--- src/hw/rtl/vic_pkg.sv ---
// Shared types, codes and constants of the valve injection controller.
// No dependencies; every other file imports this package.
package vic_pkg;

    // Coil drive codes of a result item
    typedef enum logic [2:0] {
        DRV_NONE       = 3'd0,
        DRV_PULSE_FWD  = 3'd1,
        DRV_PULSE_REV  = 3'd2,
        DRV_STEADY_FWD = 3'd3,
        DRV_RELEASE    = 3'd4
    } t_drive;

    // Supply status codes
    localparam logic [1:0] ST_OK           = 2'd0;
    localparam logic [1:0] ST_DISCONNECTED = 2'd1;
    localparam logic [1:0] ST_SHORT        = 2'd2;
    localparam logic [1:0] ST_SUPPLY_FAULT = 2'd3;

    // Injection modes
    localparam logic [1:0] MODE_DISABLED = 2'd0;
    localparam logic [1:0] MODE_AUTO     = 2'd1;
    localparam logic [1:0] MODE_FORCED   = 2'd2;

    // Valve kinds
    localparam logic [1:0] KIND_NORM_OPEN   = 2'd0;
    localparam logic [1:0] KIND_NORM_CLOSED = 2'd1;
    localparam logic [1:0] KIND_BISTABLE    = 2'd2;
    localparam logic [1:0] KIND_BISTABLE_INV = 2'd3;

    // Operations of an input item
    localparam logic OP_MEASURE    = 1'b0;
    localparam logic OP_PULSE_DONE = 1'b1;

    // Configuration register indexes
    localparam logic [2:0] REG_OPEN_LEVEL     = 3'd0;
    localparam logic [2:0] REG_CLOSE_LEVEL    = 3'd1;
    localparam logic [2:0] REG_VALVE_KIND     = 3'd2;
    localparam logic [2:0] REG_PULSE_REPEATS  = 3'd3;
    localparam logic [2:0] REG_INJ_MODE       = 3'd4;
    localparam logic [2:0] REG_PULSE_TIME_US  = 3'd5;
    localparam logic [2:0] REG_VALVE_ACTIVE   = 3'd6;
    localparam logic [2:0] REG_SAT_SELECT     = 3'd7;

    // Register reset values
    localparam logic [15:0] RST_OPEN_LEVEL     = 16'd600;
    localparam logic [15:0] RST_CLOSE_LEVEL    = 16'd800;
    localparam logic [1:0]  RST_VALVE_KIND     = KIND_BISTABLE;
    localparam logic [7:0]  RST_PULSE_REPEATS  = 8'd3;
    localparam logic [1:0]  RST_INJ_MODE       = MODE_DISABLED;
    localparam logic [19:0] RST_PULSE_TIME_US  = 20'd100000;

    // Supply voltage window at pulse end, millivolts
    localparam logic [15:0] FINISH_MAX_MV = 16'd7000;
    localparam logic [15:0] FINISH_MIN_MV = 16'd4000;

    typedef struct packed {
        logic [15:0] open_level;
        logic [15:0] close_level;
        logic [1:0]  valve_kind;
        logic [7:0]  pulse_repeats;
        logic [1:0]  inj_mode;
        logic [19:0] pulse_time_us;
        logic        valve_active;
        logic        sat_select;
    } t_cfg;

    typedef struct packed {
        logic        op;
        logic [15:0] saturation;
        logic [15:0] concentration;
        logic        sensor_good;
        logic        sensor_is_oxygen;
        logic        supply_ok;
        logic [15:0] finish_mv;
    } t_item;

    typedef struct packed {
        t_drive      drive;
        logic [19:0] pulse_length;
        logic [1:0]  status;
        logic        valve_open;
        logic [7:0]  repeats_left;
        logic        last;
    } t_result;

    // Up to two results caused by one item
    typedef struct packed {
        logic [1:0] count;
        t_result    res0;
        t_result    res1;
    } t_res_pair;

    // One open or close command: result plus valve state after it
    typedef struct packed {
        logic       valid;
        logic       is_open;
        logic [7:0] rem;
        t_result    res;
    } t_act;

    function automatic t_act actuate(input t_cfg cfg, input logic dir_open,
                                     input logic is_open, input logic [7:0] rem);
        t_act a;
        a = '0;
        a.is_open = is_open;
        a.rem     = rem;
        priority if (cfg.valve_kind == KIND_NORM_OPEN) begin
            a.valid     = 1'b1;
            a.res.drive = dir_open ? DRV_RELEASE : DRV_STEADY_FWD;
        end else if (cfg.valve_kind == KIND_NORM_CLOSED) begin
            a.valid     = 1'b1;
            a.res.drive = dir_open ? DRV_STEADY_FWD : DRV_RELEASE;
        end else begin
            // Reload the pulse count on a change of direction
            if (dir_open != is_open) begin
                a.is_open = dir_open;
                a.rem     = cfg.pulse_repeats;
            end
            if (a.rem != 8'd0) begin
                a.valid = 1'b1;
                a.rem   = a.rem - 8'd1;
                if (cfg.valve_kind == KIND_BISTABLE)
                    a.res.drive = dir_open ? DRV_PULSE_FWD : DRV_PULSE_REV;
                else
                    a.res.drive = dir_open ? DRV_PULSE_REV : DRV_PULSE_FWD;
                a.res.pulse_length = cfg.pulse_time_us;
            end
        end
        a.res.status       = ST_OK;
        a.res.valve_open   = a.is_open;
        a.res.repeats_left = a.rem;
        a.res.last         = 1'b0;
        return a;
    endfunction

endpackage

--- src/hw/rtl/vic_core.sv ---
// Decision logic and valve state: turns one registered item into up to two results.
// Depends on vic_pkg.
module vic_core
    import vic_pkg::*;
(
    input  logic      i_clk,
    input  logic      i_rst_n,
    input  t_cfg      i_cfg,
    input  t_item     i_item,
    input  logic      i_fire,
    output t_res_pair o_pair
);

    logic       r_is_open, n_is_open;
    logic [7:0] r_rem, n_rem;

    t_act       a_open, a_close, a_single;
    logic [15:0] level;
    logic        below_open, above_close, mid_open;
    logic [7:0]  mid_rem;
    t_result     done_res;
    t_res_pair   pair;

    // Two chained commands: open first, then close from the state it leaves
    assign level       = i_cfg.sat_select ? i_item.saturation : i_item.concentration;
    assign below_open  = level < i_cfg.open_level;
    assign above_close = level > i_cfg.close_level;
    assign a_open      = actuate(i_cfg, 1'b1, r_is_open, r_rem);
    assign mid_open    = below_open ? a_open.is_open : r_is_open;
    assign mid_rem     = below_open ? a_open.rem : r_rem;
    assign a_close     = actuate(i_cfg, 1'b0, mid_open, mid_rem);
    assign a_single    = actuate(i_cfg, ~r_is_open, r_is_open, r_rem);

    // Pulse-done report: classify the supply voltage
    always_comb begin
        done_res = '0;
        done_res.drive        = DRV_NONE;
        done_res.valve_open   = r_is_open;
        done_res.repeats_left = r_rem;
        done_res.last         = 1'b1;
        priority if (!i_item.supply_ok)              done_res.status = ST_SUPPLY_FAULT;
        else if (i_item.finish_mv > FINISH_MAX_MV)   done_res.status = ST_DISCONNECTED;
        else if (i_item.finish_mv < FINISH_MIN_MV)   done_res.status = ST_SHORT;
        else                                          done_res.status = ST_OK;
    end

    // Collect results and next state
    always_comb begin
        pair      = '0;
        n_is_open = r_is_open;
        n_rem     = r_rem;
        if (i_item.op == OP_PULSE_DONE) begin
            pair.count = 2'd1;
            pair.res0  = done_res;
        end else if (i_cfg.valve_active && i_item.sensor_is_oxygen) begin
            if (i_cfg.inj_mode == MODE_AUTO) begin
                if (i_item.sensor_good) begin
                    if (above_close) begin
                        n_is_open = a_close.is_open;
                        n_rem     = a_close.rem;
                    end else begin
                        n_is_open = mid_open;
                        n_rem     = mid_rem;
                    end
                    if (below_open && a_open.valid) begin
                        pair.count = 2'd1;
                        pair.res0  = a_open.res;
                        if (above_close && a_close.valid) begin
                            pair.count = 2'd2;
                            pair.res1  = a_close.res;
                        end
                    end else if (above_close && a_close.valid) begin
                        pair.count = 2'd1;
                        pair.res0  = a_close.res;
                    end
                end
            end else if ((i_cfg.inj_mode == MODE_DISABLED && r_is_open) ||
                         (i_cfg.inj_mode == MODE_FORCED && !r_is_open)) begin
                n_is_open = a_single.is_open;
                n_rem     = a_single.rem;
                if (a_single.valid) begin
                    pair.count = 2'd1;
                    pair.res0  = a_single.res;
                end
            end
        end
        // Mark the final result of this item
        if (pair.count == 2'd2) pair.res1.last = 1'b1;
        else                    pair.res0.last = 1'b1;
    end

    assign o_pair = pair;

    // Advance valve state on each processed item
    always_ff @(posedge i_clk) begin
        if (!i_rst_n) begin
            r_is_open <= 1'b0;
            r_rem     <= 8'd0;
        end else if (i_fire) begin
            r_is_open <= n_is_open;
            r_rem     <= n_rem;
        end
    end

endmodule

--- src/hw/rtl/vic_rqueue.sv ---
// Two-entry result queue; each entry holds the result group of one item.
// Depends on vic_pkg.
module vic_rqueue
    import vic_pkg::*;
(
    input  logic      i_clk,
    input  logic      i_rst_n,
    input  logic      i_push,
    input  t_res_pair i_pair,
    output logic      o_room,
    output logic      o_valid,
    input  logic      i_ready,
    output t_result   o_res
);

    t_res_pair  r_q [2];
    logic       r_wr, r_rd, r_sub;
    logic [1:0] r_cnt;

    t_res_pair  head;
    logic       out_fire, pop;

    assign head     = r_q[r_rd];
    assign o_res    = r_sub ? head.res1 : head.res0;
    assign o_valid  = (r_cnt != 2'd0);
    assign out_fire = o_valid && i_ready;
    assign pop      = out_fire && o_res.last;
    assign o_room   = (r_cnt != 2'd2) || pop;

    // Hold payload of pushed groups
    always_ff @(posedge i_clk) begin
        if (i_push) r_q[r_wr] <= i_pair;
    end

    // Advance pointers, count and result index within the head group
    always_ff @(posedge i_clk) begin
        if (!i_rst_n) begin
            r_wr  <= 1'b0;
            r_rd  <= 1'b0;
            r_sub <= 1'b0;
            r_cnt <= 2'd0;
        end else begin
            if (i_push) r_wr <= ~r_wr;
            if (pop)    r_rd <= ~r_rd;
            if (out_fire) r_sub <= ~o_res.last;
            unique case ({i_push, pop})
                2'b10:   r_cnt <= r_cnt + 2'd1;
                2'b01:   r_cnt <= r_cnt - 2'd1;
                default: r_cnt <= r_cnt;
            endcase
        end
    end

endmodule

--- src/hw/rtl/valve_injection_controller_unit.sv ---
// Valve injection controller: one instance per valve. Top level with config registers.
// Depends on vic_pkg, vic_core, vic_rqueue.
//
// The block takes one item per cycle while the result queue has room. An item is
// captured in an input register, evaluated in one pass against the valve state and,
// if it causes one or two results, pushed as a group into a two-entry result queue;
// its first result is offered once that group has been written into the queue.
// The output side delivers one result per cycle while the receiver is ready, so
// an item that both opens and closes the valve delivers its two results in turn.
// Items that cause no result (inactive valve, non-oxygen sensor, no command due)
// pass without output. Configuration is written through a plain write port and
// must only change while the block is idle.
module valve_injection_controller_unit
    import vic_pkg::*;
(
    input  logic        i_clk,
    input  logic        i_rst_n,
    // configuration write port
    input  logic        i_cfg_wr_en,
    input  logic [2:0]  i_cfg_addr,
    input  logic [19:0] i_cfg_wdata,
    // input item channel
    input  logic        i_in_valid,
    output logic        o_in_ready,
    input  logic        i_op,
    input  logic [15:0] i_saturation,
    input  logic [15:0] i_concentration,
    input  logic        i_sensor_good,
    input  logic        i_sensor_is_oxygen,
    input  logic        i_supply_ok,
    input  logic [15:0] i_finish_mv,
    // result channel
    output logic        o_out_valid,
    input  logic        i_out_ready,
    output logic [2:0]  o_drive,
    output logic [19:0] o_pulse_length,
    output logic [1:0]  o_status,
    output logic        o_valve_open,
    output logic [7:0]  o_repeats_left,
    output logic        o_last
);

    t_cfg      r_cfg;
    t_item     r_item;
    logic      r_in_valid;
    logic      room, fire;
    t_res_pair pair;
    t_result   res;

    // Write configuration registers
    always_ff @(posedge i_clk) begin
        if (!i_rst_n) begin
            r_cfg.open_level     <= RST_OPEN_LEVEL;
            r_cfg.close_level    <= RST_CLOSE_LEVEL;
            r_cfg.valve_kind     <= RST_VALVE_KIND;
            r_cfg.pulse_repeats  <= RST_PULSE_REPEATS;
            r_cfg.inj_mode       <= RST_INJ_MODE;
            r_cfg.pulse_time_us  <= RST_PULSE_TIME_US;
            r_cfg.valve_active   <= 1'b0;
            r_cfg.sat_select     <= 1'b0;
        end else if (i_cfg_wr_en) begin
            unique case (i_cfg_addr)
                REG_OPEN_LEVEL:     r_cfg.open_level     <= i_cfg_wdata[15:0];
                REG_CLOSE_LEVEL:    r_cfg.close_level    <= i_cfg_wdata[15:0];
                REG_VALVE_KIND:     r_cfg.valve_kind     <= i_cfg_wdata[1:0];
                REG_PULSE_REPEATS:  r_cfg.pulse_repeats  <= i_cfg_wdata[7:0];
                REG_INJ_MODE:       r_cfg.inj_mode       <= i_cfg_wdata[1:0];
                REG_PULSE_TIME_US:  r_cfg.pulse_time_us  <= i_cfg_wdata;
                REG_VALVE_ACTIVE:   r_cfg.valve_active   <= i_cfg_wdata[0];
                REG_SAT_SELECT:     r_cfg.sat_select     <= i_cfg_wdata[0];
            endcase
        end
    end

    // Process the held item once the queue has room
    assign fire       = r_in_valid && room;
    assign o_in_ready = !r_in_valid || fire;

    always_ff @(posedge i_clk) begin
        if (!i_rst_n) begin
            r_in_valid <= 1'b0;
        end else if (o_in_ready) begin
            r_in_valid <= i_in_valid;
        end
    end

    // Capture the accepted item
    always_ff @(posedge i_clk) begin
        if (i_in_valid && o_in_ready) begin
            r_item.op               <= i_op;
            r_item.saturation       <= i_saturation;
            r_item.concentration    <= i_concentration;
            r_item.sensor_good      <= i_sensor_good;
            r_item.sensor_is_oxygen <= i_sensor_is_oxygen;
            r_item.supply_ok        <= i_supply_ok;
            r_item.finish_mv        <= i_finish_mv;
        end
    end

    vic_core u_core (
        .i_clk   (i_clk),
        .i_rst_n (i_rst_n),
        .i_cfg   (r_cfg),
        .i_item  (r_item),
        .i_fire  (fire),
        .o_pair  (pair)
    );

    vic_rqueue u_rqueue (
        .i_clk   (i_clk),
        .i_rst_n (i_rst_n),
        .i_push  (fire && (pair.count != 2'd0)),
        .i_pair  (pair),
        .o_room  (room),
        .o_valid (o_out_valid),
        .i_ready (i_out_ready),
        .o_res   (res)
    );

    assign o_drive        = res.drive;
    assign o_pulse_length = res.pulse_length;
    assign o_status       = res.status;
    assign o_valve_open   = res.valve_open;
    assign o_repeats_left = res.repeats_left;
    assign o_last         = res.last;

endmodule
--- config.mk ---
export PLATFORM = sky130hd
export DESIGN_NAME = valve_injection_controller_unit
export DESIGN_NICKNAME = d
export VERILOG_FILES = /design/src/hw/rtl/vic_pkg.sv /design/src/hw/rtl/vic_core.sv /design/src/hw/rtl/vic_rqueue.sv /design/src/hw/rtl/valve_injection_controller_unit.sv
export SDC_FILE = /design/constraint.sdc
export NUM_CORES = 1
export LEC_CHECK = 0
export ABC_AREA = 1
export ABC_CLOCK_PERIOD_IN_PS = 10900
export BUFFER_PORTS_ARGS = -buffer_cell sky130_fd_sc_hd__buf_2
export CORE_ASPECT_RATIO = 1.4
export CORE_MARGIN = 1
export CORE_UTILIZATION = 40
export DETAILED_ROUTE_END_ITERATION = 6
export GPL_TIMING_DRIVEN = 0
export PLACE_DENSITY = 0.56
export SYNTH_ARGS = -nofsm -noshare
export SYNTH_HDL_FRONTEND = slang
export SYNTH_HIERARCHICAL = 1
export SYNTH_SLANG_ARGS = --single-unit
--- constraint.sdc ---
create_clock -name i_clk -period 10.9 [get_ports i_clk]
set_input_delay 1.09 -clock i_clk [delete_from_list [all_inputs] [get_ports i_clk]]
set_output_delay 1.09 -clock i_clk [all_outputs]
set_load 0.03 [all_outputs]
==> results.tsv, run 1 <==
metric	value	unit
grt_usage	22.1	%
path_class	reg2reg	
worst_pin_slew	0.948	ns
numCtsBuffers	28	
hp-class	reg2reg	
critPathBufInv	11	
crit_top_cell	nand2_1	
die_w	162	microns
r2r_end	u_rqueue/r_q[0][62]	
cap_violations	0	
antennaDiodeCount	0	
finalPower	2.66	mW
post_drt_wl_per_cell	17.4	microns
cts.sinks	274	
ys_seq_area_share	51.6	%
antenna_found_initial	0	
vias_per_cell	5.09	
start_kind	register	
die_h	226	microns
yosys_warnings	6	
synth-main-ff-cell	edfxtp_1	
drt-total-wl	40.3	mm
crit_path_end_kind	register	
initial_core_util	40.9	%
synth_largest_area_cell	edfxtp_1	
htree_levels	1	
ys_ff_latch	274	
synth_edf_count	192	
gp_congestion	0.927	
rr_startpoint	r_cfg[0]	
hold_depth	2	
seqPwrFrac	43.4	%
rr_worst_depth	34	
outcome	finished, final reports clean	
holdBufCountCts	0	
fin_crit_sh	55.5	%
cts.root.buffer_cell	clkbuf_16	
multi_input_area	5820	sq um
pwr-share-comb	18.6	%
syn_avg_cell_area	8.54	sq um
vias	11759	
grt_pass1_wl	61.9	mm
final_area	16600	sq um
cpLargestDelayFamily	simple AND/OR/NAND/NOR gates	
clock_skew	0.0309	ns
grt_max_degree	37	
synthCells	1682	
dieArea	36700	sq um
hold_violations	0	
final_util	47.2	%
arrival	6.32	ns
power_density	160	nW/um^2
drt_first_iter_violations	778	
netSwitchingFraction	29.1	%
regArea	7410	sq um
slew_headroom	36.7	%
portBuffers	116	
r2r_slack	4.85	ns
p_int	1.89	mW
synthTopCellsByArea	edfxtp_1 (40%), dfxtp_1 (11%), nand2_1 (9.7%), nor2_1 (6.1%), nand3_1 (4.9%)	
fin_setup_tns	0	ns
post-dp-hpwl	31.0	mm
slowest_delay	0.57	ns
clk_pin_slew	0.06	ns
io_pins	117	
first_pass_iters	5	
setup_violations	0	
cts_resized	0	
clockBufferDepth	3	
synthArstFlopShare	0	%
final_antenna_net_count	0	
syn_area	14400	sq um
area_growth	15.5	%
num-fill-cells	3484	
core_region_area	35200	sq um
cp.required	11.18	ns
ir_drop	0.127	mV
drc_errors	0	
p_clk_share	38.0	%
nNetsFinal	1952	
leakagePower	7.20	nW
min_period	6.05	ns
fp-row-count	81	
drv_slew	0	
worstHoldStart	r_cfg[56]	
drive_gt1_share	16.2	%
post_cts_buffers	0	
fmax	0.165	GHz
grt_pass1_vias	11166	
p_sw	775	uW
overflow	0	
cts_tree	built	
synth_top_cell_area_share	40.1	%
critical_path_peak_fanout	32	
rsz0062_at_grt	false	
synth_cell_type_count	51	
clk_latency	0.59	ns
place_area	15600	sq um
holdWs	0.471	ns
hold-path-endpoint	r_cfg[56]	
slowest_stage	nor2_4	
power by group through the flow:
stage	Combinational [mW]	Sequential [mW]	Clock, mW
floorplan	0.345	1.18	0
global placement	0.487	1.18	0
detailed placement	0.496	1.18	0
CTS	0.497	1.16	1.04
global route	0.542	1.16	1.08
finish	0.495	1.16	1.01
sequential cells by signal, indices dropped and copies added, names as in the netlist, named ones only:
signal            count
u_core/r_is_open      1
u_rqueue/r_wr         1
u_rqueue/r_cnt        2
u_rqueue/r_rd         1
u_rqueue/r_q        140
r_in_valid            1
u_rqueue/r_sub        1
r_cfg                66
u_core/r_rem          8
r_item               52
per-stage QoR:
| step | worst slack [ns] | std cells |
|---|---|---|
| finish | 4.85 | 2310 |
| global route | 4.45 | 2310 |
| CTS | 4.84 | 2310 |
| detailed placement | 4.86 | 2259 |
| global placement | 1.02 | 2255 |
| floorplan | 3.74 | 1683 |
worst reg2reg max path, delay by kind of cell (launching register included):
family,cells,cell delay [ns]
DFF,1,0.32
and+or+nand+nor,19,2.53
adders and majority gates,3,0.75
AOI/OAI and AO/OA,1,0.05
buffers and inverters,11,2.05
cells by family (layout without fill, tap and decap cells):
logic type | after synthesis | count (layout) | share of synthesized area (%)
AO/OA/AOI/OAI | 247 | 247 | 9.61
XOR/XNOR | 10 | 10 | 0.610
adder cells (fa/ha/maj) | 39 | 39 | 3.40
buffers and inverters | 249 | 420 | 8.06
flip-flops | 274 | 274 | 51.6
other | 1 | 2 | 0.0261
AND/OR/NAND/NOR | 862 | 862 | 26.7
synth_stat cells, types with 3 or more instances:
master,number
o21ai_0,116
xor2_1,10
nand3_1,140
nor2_2,7
clkbuf_1,21
inv_2,6
edfxtp_1,192
nand4_1,14
nand3b_1,3
nor2_4,10
dfxtp_1,82
buf_6,15
ha_1,39
buf_1,3
o21ai_1,10
o21ai_2,5
o22ai_1,35
nand2_2,19
nand3_2,10
a31oi_1,7
o211ai_1,3
a22oi_1,6
buf_2,26
nand2_1,373
buf_4,13
a211oi_1,3
nor2_1,235
nand2_4,10
nor3_1,29
or2_2,3
a21oi_1,54
clkbuf_2,3
inv_1,157
area by class of cell:
type / instances / share of cell area [%]
flip-flops and latches: 274 / 44.6
multi-input cells: 1160 / 35.1
clock buffers: 34 / 4.36
repair buffers: 120 / 4.03
inverters: 167 / 3.88
well taps: 456 / 3.44
plain buffers: 82 / 3.11
clock inverters: 17 / 1.43
worst max path at each step:
stage                     startpoint             endpoint  cells after the start
final                       r_cfg[0]  u_rqueue/r_q[0][62]                     34
after global placement      r_cfg[0]  u_rqueue/r_q[0][65]                     33
after floorplan             r_cfg[0]   u_rqueue/r_q[0][0]                     33
after global routing        r_cfg[0]  u_rqueue/r_q[0][26]                     34
after detailed placement    r_cfg[0]  u_rqueue/r_q[0][64]                     34
after CTS                   r_cfg[0]  u_rqueue/r_q[0][30]                     34
placed cells by master (no fill, tap or decap), types with 11 or more instances in the layout:
master / synthesis / layout
inv_1: 157 / 156
buf_2: 26 / 142
nor2_1: 235 / 234
buf_6: 15 / 15
edfxtp_1: 192 / 192
nand3_1: 140 / 140
nor2_4: 10 / 11
nand2_1: 373 / 373
nor3_1: 29 / 29
nand4_1: 14 / 14
dfxtp_1: 82 / 82
clkbuf_1: 21 / 27
buf_4: 13 / 13
nand2_2: 19 / 19
clkbuf_16: 0 / 28
o22ai_1: 35 / 35
a21oi_1: 54 / 53
ha_1: 39 / 39
o21ai_0: 116 / 116
routing by layer:
metal  GRT usage [%]  vias to the layer above  part of all wire [%]
met5               0                        -                     0
met4            9.46                        0                   3.8
met3            2.55                       79                   4.2
met2            39.6                      302                    51
met1            26.4                     5458                    41
li1                -                     5920                     -
No activity file was read; power rests on OpenSTA's default activity.
==> run 2: changes to the inputs <==
ABC_CLOCK_PERIOD_IN_PS = 6100   (was 10900)
clock period = 6.1 ns   (was 10.9 ns; I/O delays follow)
==> results.tsv, run 2 (synthesis gave the netlist of run 1 again) <==
metric	value	unit
die_w	162	microns
overflow	0	
dp_slack	-0.0101	ns
initial_core_util	40.9	%
cpLargestDelayFamily	buffers and inverters	
grt_pass1_wl	61.8	mm
first_pass_iters	5	
vias	11885	
drc_errors	0	
drt_first_iter_violations	780	
setup_violations	0	
clk_pin_slew	0.07	ns
cts.sinks	274	
p_int	3.36	mW
fp-row-count	81	
crit_path_end_kind	register	
ir_drop	0.205	mV
largest_reg_flops	140	
post_drt_wl_per_cell	17.4	microns
r2r_end	u_rqueue/r_q[1][7]	
fmax	0.176	GHz
cts.root.buffer_cell	clkbuf_16	
antennaDiodeCount	0	
p_sw	1.36	mW
drive_gt1_share	16.5	%
final_common_cell	nand2_1	
area_growth	15.7	%
slew_headroom	36.5	%
largest_registers	u_rqueue/r_q (140), r_cfg (66), r_item (52)	
worstHoldStart	i_concentration[15]	
grt_pass1_vias	11397	
critPathBufInv	7	
outcome	finished, final reports clean	
leakagePower	7.21	nW
setup_ws	0.404	ns
path_class	reg2reg	
hold_violations	0	
nNetsFinal	1955	
power_density	284	nW/um^2
clk_latency	0.56	ns
gp_congestion	0.923	
slowest_delay	0.50	ns
slowest_stage	clkbuf_1	
antenna_found_initial	0	
cts_tree	built	
clock_skew	0.0146	ns
top_register	u_rqueue/r_q	
rr_startpoint	r_cfg[33]	
min_period	5.70	ns
portBuffers	116	
hold_depth	1	
post-dp-hpwl	30.9	mm
hp-class	in2reg	
clockBufferDepth	3	
dieArea	36700	sq um
htree_levels	1	
p_clk_share	37.4	%
core_region_area	35200	sq um
rsz0062_at_grt	false	
drv_slew	0	
r2r_slack	0.40	ns
pwr-share-comb	18.8	%
vias_per_cell	5.14	
die_h	226	microns
cp.required	6.34	ns
final_cell_mix	nand2_1 (373), nor2_1 (234), edfxtp_1 (192)	
final_antenna_net_count	0	
finalPower	4.72	mW
fin_crit_sh	93.4	%
worst_pin_slew	0.951	ns
arrival	5.93	ns
numCtsBuffers	28	
rr_worst_depth	25	
io_pins	117	
cap_violations	0	
grt_max_degree	39	
netSwitchingFraction	28.8	%
grt_usage	22.0	%
start_kind	register	
seqPwrFrac	43.8	%
critical_path_peak_fanout	38	
hold-path-endpoint	r_item[34]	
drt-total-wl	40.2	mm
==> run 2: layout make-up <==
class / count / area (sq um)
clock buffer: 30 / 708
fill: 3461 / 18500
buffer: 80 / 509
sequential: 274 / 7410
clock inverter: 21 / 238
tap: 456 / 571
multi-input combinational: 1161 / 5840
timing repair buffer: 124 / 711
inverter: 167 / 647
==> run 2: worst max-delay path by stage <==
stage | from | end | cells after the start
final | r_cfg[33] | u_rqueue/r_q[1][7] | 25
after global routing | r_cfg[33] | u_rqueue/r_q[1][43] | 25
after CTS | r_cfg[0] | u_rqueue/r_q[0][7] | 34
after detailed placement | r_cfg[0] | u_rqueue/r_q[0][42] | 34
after global placement | r_cfg[0] | u_rqueue/r_q[0][65] | 33
after floorplan | r_cfg[0] | u_rqueue/r_q[0][0] | 33
==> run 2: what timing repair did <==
action                                  CTS  global route
gates resized for setup                   0             2
pin swaps                                 1             1
endpoints found under the setup margin   28           109
buffers inserted                          0             4
hold buffers                              0             0
gates cloned                              1             0
==> run 2: power by group through the flow <==
stage               Sequential (mW)  Clock, mW  Combinational (mW)
floorplan                      2.10          0               0.617
global placement               2.11          0               0.871
detailed placement             2.11          0               0.886
CTS                            2.07       1.81               0.890
global route                   2.07       1.88               0.979
finish                         2.07       1.77               0.890
==> run 2: per-layer routing <==
layer	global-route usage, %	share of wire [%]	up-vias
met1	26.1	41	5510
met5	0	0	-
li1	-	-	5934
met2	40.3	51	359
met4	8.34	3.3	0
met3	2.61	4.6	82
==> run 2: through the flow <==
stage | instance area (sq um) | hold WS (ns) | cells | TNS, ns | util [%]
CTS | 16600 | 0.197 | 2311 | 0 | 47.2
detailed placement | 15600 | 0.457 | 2259 | -0.220 | 44.4
global route | 16600 | 0.196 | 2313 | 0 | 47.3
floorplan | 14400 | 0.442 | 1683 | 0 | -
global placement | 15500 | 0.455 | 2255 | -224.80 | 44.1
finish | 16600 | 0.224 | 2313 | 0 | 47.3
==> run 3: changes to the inputs <==
GPL_TIMING_DRIVEN = default   (was 0)
SYNTH_HIERARCHICAL = default   (was 1)
==> results.tsv, run 3 <==
metric	value	unit
crit_path_end_kind	register	
fin_crit_sh	89.0	%
fin_setup_tns	0	ns
grt_max_degree	77	
final_common_cell	nand2_1	
core_region_area	33400	sq um
syn_avg_cell_area	8.68	sq um
synth_common_cells	nand2_1 (359), edfxtp_1 (188), o21ai_0 (167)	
critical_path_peak_fanout	18	
numCtsBuffers	26	
clk_pin_slew	0.06	ns
first_pass_iters	6	
clock_skew	0.0305	ns
fin_cells	2127	
post_drt_wl_per_cell	17.3	microns
cpLargestDelayFamily	simple AND/OR/NAND/NOR gates	
die_w	158	microns
drt-total-wl	36.8	mm
clockBufferDepth	3	
final_util	46.6	%
outcome	finished, final reports clean	
final_cell_mix	nand2_1 (359), edfxtp_1 (188), o21ai_0 (167)	
slew_headroom	33.1	%
synth_edf_count	188	
antennaDiodeCount	0	
arrival	5.91	ns
rsz0062_at_grt	false	
holdBufCountCts	0	
fp-row-count	79	
syn_area	13700	sq um
area_growth	13.9	%
top_register	u_rqueue.r_q	
die_h	221	microns
htree_levels	1	
io_pins	117	
cts_resized	0	
slowest_stage	dfxtp_1	
worst_pin_slew	1.00	ns
drt_first_iter_violations	876	
antenna_found_initial	0	
final_antenna_net_count	0	
vias	11065	
crit_top_cell	nand2_1	
multi_input_area	5510	sq um
gp_congestion	0.904	
drv_slew	0	
drive_gt1_share	14.0	%
leakagePower	6.57	nW
hold_violations	0	
synth_largest_area_cell	edfxtp_1	
nNetsFinal	1783	
drc_errors	0	
path_class	reg2reg	
largest_registers	u_rqueue.r_q (136), r_cfg (66), r_item (52)	
fmax	0.184	GHz
vias_per_cell	5.20	
ys_ff_latch	270	
min_period	5.43	ns
ir_drop	0.206	mV
ys_seq_area_share	53.3	%
setup_violations	0	
place_area	14700	sq um
synthCells	1575	
hp-class	in2reg	
synth-main-ff-cell	edfxtp_1	
cp.required	6.58	ns
dp.cells	2080	
dieArea	34900	sq um
synth_top_cell_area_share	41.3	%
synthArstFlopShare	0	%
largest_reg_flops	136	
clk_latency	0.55	ns
cts_tree	built	
initial_core_util	40.9	%
slowest_delay	0.75	ns
cts.sinks	270	
num-fill-cells	3326	
regArea	7290	sq um
synth_cell_type_count	51	
cts.root.buffer_cell	clkbuf_16	
yosys_warnings	0	
critPathBufInv	4	
final_area	15600	sq um
synthesis.nets	1695	
power_density	291	nW/um^2
grt_pass1_vias	10045	
synth_most_common_cell	nand2_1	
grt_pass1_wl	56.6	mm
post-dp-hpwl	26.5	mm
start_kind	register	
synthTopCellsByArea	edfxtp_1 (41%), dfxtp_1 (12%), nand2_1 (9.9%), o21ai_0 (6.1%), a21oi_1 (4.1%)	
grt_usage	21.1	%
post_cts_buffers	0	
portBuffers	116	
overflow	0	
cap_violations	0	
## run 3: changes by cell type after synthesis, sizes merged, moves of 6 or more
cell    change
o211ai     +16
nand3      -80
buf        -42
a22oi       -6
nand2      -27
clkbuf     +38
a21oi      +61
nor2       -96
o21ai      +60
inv        -28
## run 3: final cells by class
class                      instances  area share (%)
clock buffer                      34            4.44
clock inverter                    13            1.47
inverter                         140            3.39
multi-input combinational       1087            35.4
sequential                       270            46.8
tap                              445            3.58
timing repair buffer             138            4.95
## run 3: stage by stage
stage          hold WS [ns]  worst slack, ns  power, mW
2_1_floorplan         0.435            0.221       2.61
3_3_place_gp          0.453            0.910       2.82
3_5_place_dp          0.458            0.698       2.83
4_1_cts               0.201            0.684       4.57
5_1_grt               0.211            0.205       4.71
6_report              0.227            0.668       4.53
## run 3: worst paths after layout
kind,from,to,slack [ns],cells past startpoint
setup / recovery,r_cfg[0],u_rqueue.r_cnt[1],0.67,30
hold / removal,i_concentration[7],r_item[26],0.23,1
setup reg to reg,r_cfg[0],u_rqueue.r_cnt[1],0.67,30
hold reg to reg,r_cfg[65],r_cfg[65],0.47,2
## run 3: per-layer routing
layer  GRT usage [%]  wire (microns)  part of all wire, %  up-vias
met3            1.96            1700                  4.6       46
met2            34.8           17600                   48      291
met1            29.6           16800                   46     5172
met4            5.64             724                  2.0        0
li1                -               -                    -     5556
met5               0               0                    0        -
## run 3: kinds of logic after synthesis
family | after synthesis | share of synthesized area, %
AND/OR/NAND/NOR | 656 | 20.6
flip-flops | 270 | 53.3
XOR/XNOR | 8 | 0.513
adder cells (fa/ha/maj) | 40 | 3.66
buffers and inverters | 218 | 6.57
AO/OA/AOI/OAI | 383 | 15.3
## run 3: power by group
| group | leakage [nW] | internal, mW | total (mW) | switching, mW |
|---|---|---|---|---|
| Sequential | 2.62 | 2.00 | 2.03 | 0.0260 |
| Clock | 0.449 | 1.05 | 1.74 | 0.686 |
| Combinational | 3.50 | 0.220 | 0.758 | 0.538 |
| Total | 6.57 | 3.28 | 4.53 | 1.25 |
## run 3: worst register-to-register path: cells and delay by family (launching register included)
family | cells | cell delay (ns)
fa+ha+maj | 4 | 1.12
flops | 1 | 0.75
buf+inv | 4 | 0.40
simple gates | 14 | 1.62
compound gates | 8 | 1.49
